==> src/sv/uesd_pkg.sv <==
// ----------------------------------------------------------------------------
// uesd_pkg
// Types, character codes, status codes and the hex digit decoder shared by
// the blocks of the unicode escape decoder.
// ----------------------------------------------------------------------------
package uesd_pkg;

	localparam logic [7:0] CH_BSL  = 8'h5C;
	localparam logic [7:0] CH_UP_U = 8'h55;
	localparam logic [7:0] CH_LO_U = 8'h75;

	localparam logic [2:0] ST_OK      = 3'd0;
	localparam logic [2:0] ST_NO_BSL  = 3'd1;
	localparam logic [2:0] ST_BAD_PFX = 3'd2;
	localparam logic [2:0] ST_BAD_HEX = 3'd3;
	localparam logic [2:0] ST_NO_LBSL = 3'd4;
	localparam logic [2:0] ST_NO_LU   = 3'd5;

	typedef struct packed {
		logic [31:0] code_point;
		logic [2:0]  status;
	} result_t;

	typedef struct packed {
		logic    has_result;
		result_t res;
	} step_t;

	typedef struct packed {
		logic       ok;
		logic [3:0] nibble;
	} hex_t;

	function automatic hex_t hex_decode(input logic [7:0] b);
		hex_t h;
		h.ok     = 1'b1;
		h.nibble = 4'd0;
		if (b >= 8'h30 && b <= 8'h39) begin
			h.nibble = b[3:0];
		end else if ((b >= 8'h41 && b <= 8'h46) || (b >= 8'h61 && b <= 8'h66)) begin
			h.nibble = b[3:0] + 4'd9;
		end else begin
			h.ok = 1'b0;
		end
		return h;
	endfunction

endpackage

==> src/sv/uesd_in_reg.sv <==
// ----------------------------------------------------------------------------
// uesd_in_reg
// Input register: holds one byte until the parser steps on it.
// ----------------------------------------------------------------------------
module uesd_in_reg (
	input  logic       clk,
	input  logic       arst_n,
	input  logic       in_valid,
	output logic       in_stall,
	input  logic [7:0] in_byte,
	input  logic       fire,
	output logic       valid_s1,
	output logic [7:0] byte_s1
);
	logic accept;

	assign in_stall = valid_s1 && !fire;
	assign accept   = in_valid && !in_stall;

	always_ff @(posedge clk or negedge arst_n) begin
		if (!arst_n) begin
			valid_s1 <= 1'b0;
		end else if (accept) begin
			valid_s1 <= 1'b1;
		end else if (fire) begin
			valid_s1 <= 1'b0;
		end
	end

	always_ff @(posedge clk) begin
		if (accept) begin
			byte_s1 <= in_byte;
		end
	end
endmodule

==> src/sv/uesd_parser.sv <==
// ----------------------------------------------------------------------------
// uesd_parser
// Escape parser state and the single step logic for one byte.
// ----------------------------------------------------------------------------
module uesd_parser (
	input  logic           clk,
	input  logic           arst_n,
	input  logic           fire,
	input  logic [7:0]     byte_s1,
	output uesd_pkg::step_t step
);
	import uesd_pkg::*;

	typedef enum logic [5:0] {
		PH_BSL   = 6'b000001,
		PH_PFX   = 6'b000010,
		PH_HEX32 = 6'b000100,
		PH_LBSL  = 6'b001000,
		PH_LU    = 6'b010000,
		PH_HEX16 = 6'b100000
	} phase_t;

	phase_t      phase_q, phase_d;
	logic [3:0]  digits_q, digits_d;
	logic [31:0] acc_q, acc_d;
	logic [15:0] high_q, high_d;
	logic        low_q, low_d;
	hex_t        hx;
	logic [31:0] shifted;
	logic [3:0]  dec;
	logic [31:0] pair;

	assign hx      = hex_decode(byte_s1);
	assign shifted = {acc_q[27:0], hx.nibble};
	assign dec     = (digits_q != 4'd0) ? digits_q - 4'd1 : 4'd0;
	assign pair    = 32'h0001_0000 + (({16'd0, high_q} - 32'h0000_D800) << 10)
		+ ({16'd0, shifted[15:0]} - 32'h0000_DC00);

	always_comb begin
		phase_d  = phase_q;
		digits_d = digits_q;
		acc_d    = acc_q;
		high_d   = high_q;
		low_d    = low_q;
		step     = '0;
		case (phase_q)
			PH_PFX: begin
				if (byte_s1 == CH_UP_U) begin
					phase_d  = PH_HEX32;
					digits_d = 4'd8;
					acc_d    = '0;
				end else if (byte_s1 == CH_LO_U) begin
					phase_d  = PH_HEX16;
					digits_d = 4'd4;
					acc_d    = '0;
					low_d    = 1'b0;
				end else begin
					step.has_result = 1'b1;
					step.res.status = ST_BAD_PFX;
				end
			end
			PH_HEX32, PH_HEX16: begin
				if (!hx.ok) begin
					step.has_result = 1'b1;
					step.res.status = ST_BAD_HEX;
				end else begin
					acc_d    = shifted;
					digits_d = dec;
					if (dec == 4'd0) begin
						if (phase_q == PH_HEX32) begin
							step.has_result     = 1'b1;
							step.res.code_point = shifted;
						end else if (low_q) begin
							step.has_result     = 1'b1;
							step.res.code_point = pair;
						end else if (shifted[15:10] == 6'b110110) begin
							high_d   = shifted[15:0];
							phase_d  = PH_LBSL;
							digits_d = 4'd0;
							acc_d    = '0;
						end else begin
							step.has_result     = 1'b1;
							step.res.code_point = {16'd0, shifted[15:0]};
						end
					end
				end
			end
			PH_LBSL: begin
				if (byte_s1 == CH_BSL) begin
					phase_d = PH_LU;
				end else begin
					step.has_result = 1'b1;
					step.res.status = ST_NO_LBSL;
				end
			end
			PH_LU: begin
				if (byte_s1 == CH_LO_U) begin
					phase_d  = PH_HEX16;
					digits_d = 4'd4;
					acc_d    = '0;
					low_d    = 1'b1;
				end else begin
					step.has_result = 1'b1;
					step.res.status = ST_NO_LU;
				end
			end
			default: begin
				if (byte_s1 == CH_BSL) begin
					phase_d = PH_PFX;
				end else begin
					step.has_result = 1'b1;
					step.res.status = ST_NO_BSL;
				end
			end
		endcase
		// every result ends the escape
		if (step.has_result) begin
			phase_d  = PH_BSL;
			digits_d = 4'd0;
			acc_d    = '0;
			low_d    = 1'b0;
		end
	end

	always_ff @(posedge clk or negedge arst_n) begin
		if (!arst_n) begin
			phase_q  <= PH_BSL;
			digits_q <= 4'd0;
			acc_q    <= '0;
			high_q   <= '0;
			low_q    <= 1'b0;
		end else if (fire) begin
			phase_q  <= phase_d;
			digits_q <= digits_d;
			acc_q    <= acc_d;
			high_q   <= high_d;
			low_q    <= low_d;
		end
	end
endmodule

==> src/sv/uesd_out_reg.sv <==
// ----------------------------------------------------------------------------
// uesd_out_reg
// Result register: holds one result item until the sink takes it.
// ----------------------------------------------------------------------------
module uesd_out_reg (
	input  logic             clk,
	input  logic             arst_n,
	input  logic             load,
	input  uesd_pkg::result_t res,
	output logic             out_valid,
	input  logic             out_stall,
	output logic [31:0]      code_point,
	output logic [2:0]       status
);
	import uesd_pkg::*;

	result_t res_q;

	assign code_point = res_q.code_point;
	assign status     = res_q.status;

	always_ff @(posedge clk or negedge arst_n) begin
		if (!arst_n) begin
			out_valid <= 1'b0;
		end else if (load) begin
			out_valid <= 1'b1;
		end else if (!out_stall) begin
			out_valid <= 1'b0;
		end
	end

	always_ff @(posedge clk) begin
		if (load) begin
			res_q <= res;
		end
	end
endmodule

==> src/sv/unicode_escape_decoder.sv <==
// ----------------------------------------------------------------------------
// unicode_escape_decoder
// Decodes backslash-u and backslash-U escape text into code points, joining
// surrogate pairs, with a status code for each malformed escape.
//
//   channel  dir  handshake             fields
//   in       in   in_valid / in_stall   in_byte
//   out      out  out_valid / out_stall code_point, status
//
// one byte per cycle sustained while the result register is not held under
// out_stall; each byte passes the input register, one parser step and the
// result register, and a byte that ends an escape loads its result there
// reset clears the parser to expecting a backslash and empties both registers
// in_stall rises only while the result register holds an item under out_stall
// and the waiting byte would produce another result
// ----------------------------------------------------------------------------
module unicode_escape_decoder (
	input  logic        clk,
	input  logic        arst_n,
	input  logic        in_valid,
	output logic        in_stall,
	input  logic [7:0]  in_byte,
	output logic        out_valid,
	input  logic        out_stall,
	output logic [31:0] code_point,
	output logic [2:0]  status
);
	import uesd_pkg::*;

	logic       valid_s1;
	logic [7:0] byte_s1;
	logic       fire;
	step_t      step;

	assign fire = valid_s1 && (!step.has_result || !out_valid || !out_stall);

	uesd_in_reg u_in (
		.clk      (clk),
		.arst_n   (arst_n),
		.in_valid (in_valid),
		.in_stall (in_stall),
		.in_byte  (in_byte),
		.fire     (fire),
		.valid_s1 (valid_s1),
		.byte_s1  (byte_s1)
	);

	uesd_parser u_parser (
		.clk     (clk),
		.arst_n  (arst_n),
		.fire    (fire),
		.byte_s1 (byte_s1),
		.step    (step)
	);

	uesd_out_reg u_out (
		.clk        (clk),
		.arst_n     (arst_n),
		.load       (fire && step.has_result),
		.res        (step.res),
		.out_valid  (out_valid),
		.out_stall  (out_stall),
		.code_point (code_point),
		.status     (status)
	);
endmodule

==> config.mk <==
export PLATFORM = sky130hd
export DESIGN_NAME = unicode_escape_decoder
export DESIGN_NICKNAME = d
export VERILOG_FILES = /design/src/sv/uesd_pkg.sv /design/src/sv/uesd_in_reg.sv /design/src/sv/uesd_parser.sv /design/src/sv/uesd_out_reg.sv /design/src/sv/unicode_escape_decoder.sv
export SDC_FILE = /design/constraint.sdc
export NUM_CORES = 1
export LEC_CHECK = 0
export ABC_AREA = 1
export BUFFER_PORTS_ARGS = -buffer_cell sky130_fd_sc_hd__buf_2
export CORE_UTILIZATION = 55
export DETAILED_ROUTE_END_ITERATION = 7
export PLACE_DENSITY = 0.75
export SETUP_SLACK_MARGIN = 0.2
export SLEW_MARGIN = 20
export SYNTH_ARGS = -nofsm -noshare
export SYNTH_HDL_FRONTEND = slang
export SYNTH_SLANG_ARGS = --single-unit
export TNS_END_PERCENT = 30
==> constraint.sdc <==
create_clock -name clk -period 2.9 [get_ports clk]
set_input_delay 0.725 -clock clk [delete_from_list [all_inputs] [get_ports clk]]
set_output_delay 0.725 -clock clk [all_outputs]
set_load 0.01 [all_outputs]
After elaboration in Yosys (flattened, before gate mapping)
Cells that the tools add are included.
Cells by class
  shifts and indexed selects: 0
  $lt $le $gt $ge: 6
  divide/modulo/power cells: 0
  equality and inequality tests: 19
  reductions and logical operators: 27
  add/subtract/negate cells: 6
  bitwise logic cells: 2
  $mul: 0
  muxes and demuxes: 59
Operators with widths (number)
  $mux W32: 8
  $mux W33: 4
  $pmux W32 S3: 1
  $mux W6: 10
  $mux W4: 11
  $sub A16 B16 Y17 const B: 2
  $add A17 B32 Y32 const A: 1
  $add A32 B32 Y32: 1
  $eq A8 B7 Y1 const B: 3
  $pmux W6 S4: 1
  $ne A3 B2 Y1 const B: 6
  $ge A8 B7 Y1 const B: 2
  $le A8 B7 Y1 const B: 2
  $mux W1: 15
  $eq A6 B6 Y1 const B: 2
  $pmux W3 S4: 1
  $pmux W4 S3: 1
  $mux W3: 3
  $ne A3 B3 Y1 const B: 3
  $ge A8 B6 Y1 const B: 1
  $le A8 B6 Y1 const B: 1
  $reduce_and A8 Y1: 1
  $reduce_bool A4 Y1: 2
  $logic_and A1 B1 Y1: 7
  other kinds (21): 30
Word-level totals
  memories: 0
  latch bits: 0
  flip-flop bits (word level): 104
  output and inout port bits: 37
  bits in read-only memories: 0
  RAM bits: 0

Longest topological paths before layout
  depth in word-level cells: 21
  gate-level depth with buffers: 16

Cells and area by module
A second synthesis with hierarchy kept.
Second synthesis, totals
  cells, all modules: 828
  area total of the unflattened synthesis: 6486.2 um^2
By module, submodules not included
  uesd_parser: cells each 769, seq. area each 1377.6 um^2, times used 1, area an instance 5071.1 um^2
  uesd_out_reg: cells each 39, seq. area each 1076.0 um^2, times used 1, area an instance 1087.3 um^2
  uesd_in_reg: cells each 15, seq. area each 265.3 um^2, times used 1, area an instance 297.8 um^2
  unicode_escape_decoder: cells each 5, seq. area each 0.0 um^2, times used 1, area an instance 30.0 um^2

Least setup slack after synthesis
OpenSTA, ideal clock, no wires.
  path kind: reg-to-reg
  from: register u_parser.acc_q[6]
  to: register u_out.res_q, in the netlist u_out.code_point[20], data pin
  setup time: 0.267 ns
  cell stages (with the launch flop): 13
  arrival: 2.486 ns
  path slack: 0.147 ns
  data required time: 2.633 ns
  buffers on the path: 0
  period minus slack after synthesis: 2.753 ns
  cell sequence: dfrtp_1 > ha_1 > a21oi_1 > nor2_1 > inv_1 > ha_1 > ha_1 > nand2_1 > o21ai_0 > a21oi_1 > or2_2 > nand3_1 > a21oi_1
On the way
  longest elaborated chain between the ends: 4
Ends and longest elaborated chain
  from (decl): line uesd_parser.sv:25  | logic [31:0] acc_q, acc_d;
  from (signal assigned): line uesd_parser.sv:129  | acc_q <= '0;
  from (signal assigned): line uesd_parser.sv:135  | acc_q <= acc_d;
  $sub A16 B16 Y17: line uesd_parser.sv:37  | + ({16'd0, shifted[15:0]} - 32'h0000_DC00);
  $add A32 B32 Y32: line uesd_parser.sv:37
  $mux W33: line uesd_parser.sv:73  | end else if (low_q) begin
  $mux W33: line uesd_parser.sv:70  | if (phase_q == PH_HEX32) begin
  to (signal assigned): line uesd_out_reg.sv:34  | res_q <= res;
  to (decl): line uesd_out_reg.sv:17  | result_t res_q;
Every way passes these cells.
A chain may end at the register's enable or synchronous reset.

Worst setup path in the final report
  from: register u_parser.acc_q[6]
  to: register u_out.res_q, in the netlist u_out.code_point[19], data pin
The elaborated chain is that of the path after synthesis.

==> reports/summary.log <==
INFO  run_status     outcome=finished clean
INFO  finish         drive_above_1_share=0.320
INFO  logic_synthesis synth_seq_cells=100
INFO  finish         mostFrequentLayoutCells=148 x nand2_1, 70 x inv_1, 54 x dfrtp_1
INFO  die            floorplan.rows=38
INFO  global_route   grt_pass1_vias=5560
INFO  die            initial_core_util=0.573
INFO  power_and_ir_drop p_per_area=384nW/um^2
INFO  clock_network  clk_latency=350ps
INFO  power_and_ir_drop clock_power_share=0.384
INFO  critical_path  path_max_fanout=3
INFO  placement      place.port_buffers=48
INFO  timing         final_period_minus_worst_setup_slack=2820ps
INFO  power_and_ir_drop comb_power_share=0.093
INFO  critical_path  worstPathArrival=3010ps
INFO  clock_network  clock_pin_slew_worst_setup_and_hold_paths=70ps
INFO  power_and_ir_drop p_switching=0.808mW
INFO  global_route   residual_overflow_from_global_routing=0
INFO  routing        postRouteAntennaNets=0
INFO  critical_path  setup.worst_path.end_class=flip-flop
INFO  timing         hold_viol_final=0
INFO  finish         instances_no_fill=981
INFO  routing        drt-initial-drc-count=445
INFO  global_route   grt_start_max_net_pins=58
INFO  finish         layout.cells.most_common=nand2_1
INFO  global_route   number_of_antenna_violations_at_the_first_check_in_global_routing=0
INFO  logic_synthesis yosysWarningCount=0
INFO  power_and_ir_drop netSwitchingFraction=0.264
INFO  global_route   grt_pass1_wl=27600um
INFO  routing        remaining_drc_errors=0
INFO  placement      place.detailed.instances=941
INFO  routing        drt_wl_total=17500um
INFO  routing        drt-wirelength-per-cell=17.9um
INFO  timing         hold_ws=500ps
INFO  routing        total_number_of_vias=5707
INFO  logic_synthesis post_synth.cell_area_avg=8.46um^2
INFO  logic_synthesis yosysTopAreaCell=dfrtp_1
INFO  timing         worst_slew_margin_rel=0.448
INFO  logic_synthesis yosysSeqAreaShare=0.432
INFO  clock_network  htreeDepth=3
INFO  power_and_ir_drop report.power.total=3.06mW
INFO  timing         final-setup-viol-count=0
INFO  logic_synthesis synthTopCellsByArea=dfrtp_1 22%, edfxtp_1 21%, nand2_1 9.9%
INFO  power_and_ir_drop power.share.sequential=0.524
INFO  power_and_ir_drop ir_drop=0.000393V
INFO  critical_path  startpoint_type=flip-flop
INFO  logic_synthesis synth_cell_type_count=44
INFO  power_and_ir_drop leakagePower=3.39nW
INFO  die            design.die.area=11900um^2
INFO  die            design.portCount=49
INFO  timing         fmax=354MHz
INFO  logic_synthesis netlist_instances=744
INFO  power_and_ir_drop cell_internal_pwr=2.25mW
INFO  global_route   global_route.usage.total=0.306
INFO  clock_network  cts_made_buffers=9
INFO  die            core-area=11000um^2
INFO  finish         finalNetCount=890
INFO  critical_path  crit_path_cell_trace=ha_4 -> buf_4 -> xor2_1 -> ha_1 -> buf_4 -> buf_6 -> fa_2 -> nand3_2 -> nand2_4 -> nand3_2 -> nand2_2 -> buf_4 -> a21oi_1 -> o21ai_1 -> a21oi_1
INFO  clock_network  cts_root_buffer=clkbuf_16
INFO  logic_synthesis synth_top_area_frac=0.223
INFO  timing         clock_skew=4.74ps
INFO  critical_path  critical_path_required=3080ps
INFO  die            fp.dieH=109um
INFO  critical_path  timing_worst_setup_path_type=reg2reg
INFO  critical_path  slowest_delay=440ps
INFO  finish         nFillCells=817
INFO  clock_network  cts_tree=yes
INFO  placement      place_hpwl=11900um
INFO  critical_path  timing.critical_path.slowest_stage_cell=dfrtp_2
INFO  min_path       classification_of_the_worst_slack_hold_path=reg2reg
INFO  critical_path  timing.critical_path.mode_cell=buf_4
INFO  die            die_w=109um
INFO  timing         final.period_utilization=0.974
INFO  clock_network  cts.path.max_buffers=2
INFO  finish         insertedDiodeCount=0
INFO  timing         grt_setup_unrepaired=yes
INFO  timing         slew_viol_final=0
INFO  logic_synthesis synth.net_count=798
INFO  routing        vias_per_cell=5.82
INFO  flow_run       drv_cap=0
INFO  finish         flow.area_growth_from_synthesis=26.5%
INFO  timing         max_slew.worst_pin.slew=819ps
INFO  routing        drt_pre_antenna_iters=5
INFO  clock_network  clock_sink_count=100
INFO  logic_synthesis post_synth_instance_area=6290um^2
INFO  placement      place.gp.congestion=0.931
## synthesized netlist by cell type, drive strengths merged
cell      n
o31ai     1
nor2     50
a21o      5
o21ai    78
dfrtp    56
a31oi     2
edfxtp   43
nor3      5
nand2   170
o22ai    18
o211ai    5
dfstp     1
nand3b    3
xor2     10
fa        1
inv      85
buf      15
a211oi    2
o21bai    3
nand3    51
xnor2     2
a21oi    68
ha       41
clkbuf    8
a32oi     1
o21a      1
a21boi    1
a22oi     5
or2       3
nor4      1
nand4     9
## what timing repair did
item	in CTS	in global routing
gates resized for setup	95	42
cloned	1	0
pin swaps	37	37
hold buffers	0	0
setup buffers	12	11
setup endpoints to repair	17	17
## power by group through the flow
stage                     sequential, mW  clock [mW]  combinational [mW]
after CTS                           1.60        1.19               0.283
final                               1.60        1.17               0.283
after global routing                1.61        1.24               0.309
after floorplan                     1.65           0               0.141
after detailed placement            1.63           0               0.278
after global placement              1.63           0               0.271
## metal layers
layer | global-route usage | part of all wire | vias up
met1 | 0.380 | 0.41 | 2730
met4 | 0.123 | 0.027 | 0
met2 | 0.530 | 0.51 | 212
met5 | 0 | 0 | -
met3 | 0.0466 | 0.053 | 35
li1 | - | - | 2730
## registers in the layout (all words and copies together), names as in the netlist
signal / flops
u_in.byte_s1: 8
u_out.code_point: 32
u_out.status: 3
u_parser.acc_q: 28
u_parser.digits_q: 4
u_parser.phase_q: 6
u_parser.low_q: 1
u_in.valid_s1: 1
u_parser.high_q: 16
u_out.out_valid: 1
## worst paths after layout
| check | endpoint | cells after the start | slack (ps) | from |
|---|---|---|---|---|
| max reg2reg | u_out.code_point[19] | 15 | 80 | u_parser.acc_q[6] |
| min reg2reg | u_parser.phase_q[0] | 2 | 500 | u_parser.phase_q[0] |
| min | u_parser.phase_q[0] | 2 | 500 | u_parser.phase_q[0] |
| max in group asynchronous | u_parser.acc_q[8] | 2 | 1830 | arst_n |
| min in group asynchronous | u_parser.high_q[13] | 2 | 510 | arst_n |
| max | u_out.code_point[19] | 15 | 80 | u_parser.acc_q[6] |
## cell type report
class                           instances  area, um^2  share of cell area
Clock buffer                           10         229              0.0288
Clock inverter                          6        57.6             0.00723
Inverter                               85         322              0.0404
Multi-Input combinational cell        536        3750               0.471
Sequential cell                       100        2720               0.342
Tap cell                              140         175              0.0220
Timing Repair Buffer                  103         696              0.0874
Timing Repair inverter                  1        7.51            0.000943
## per-stage QoR
stage	util	setup TNS, ps	setup WS, ps	instance area [um^2]
after detailed placement	0.622	-367	-89.4	6830
after global placement	0.622	-12.3	-6.38	6830
after floorplan	-	0	186	6290
final	0.725	0	76.4	7960
after global routing	0.725	-7.32	-4.52	7960
after CTS	0.704	0	82.5	7730
## cells by family (layout without fill, tap and decap cells)
| logic type | count (synthesis) | count (layout) | share of synthesized area |
|---|---|---|---|
| adder cells (fa/ha/maj) | 42 | 42 | 0.0847 |
| flip-flops | 100 | 100 | 0.432 |
| XOR/XNOR | 12 | 12 | 0.0167 |
| AO/OA/AOI/OAI | 190 | 190 | 0.174 |
| buffers and inverters | 108 | 205 | 0.0724 |
| AND/OR/NAND/NOR | 292 | 292 | 0.221 |
## critical path: cells and delay by family, from the launching register on
family                     cells  cell delay (ps)
adders and majority gates      3              840
xor gates and xnor gates       1              150
AOI/OAI and AO/OA              3              380
and+or+nand+nor                4              320
DFF                            1              440
buffers and inverters          4              520
Note: power is estimated with default switching activity, not from simulation.
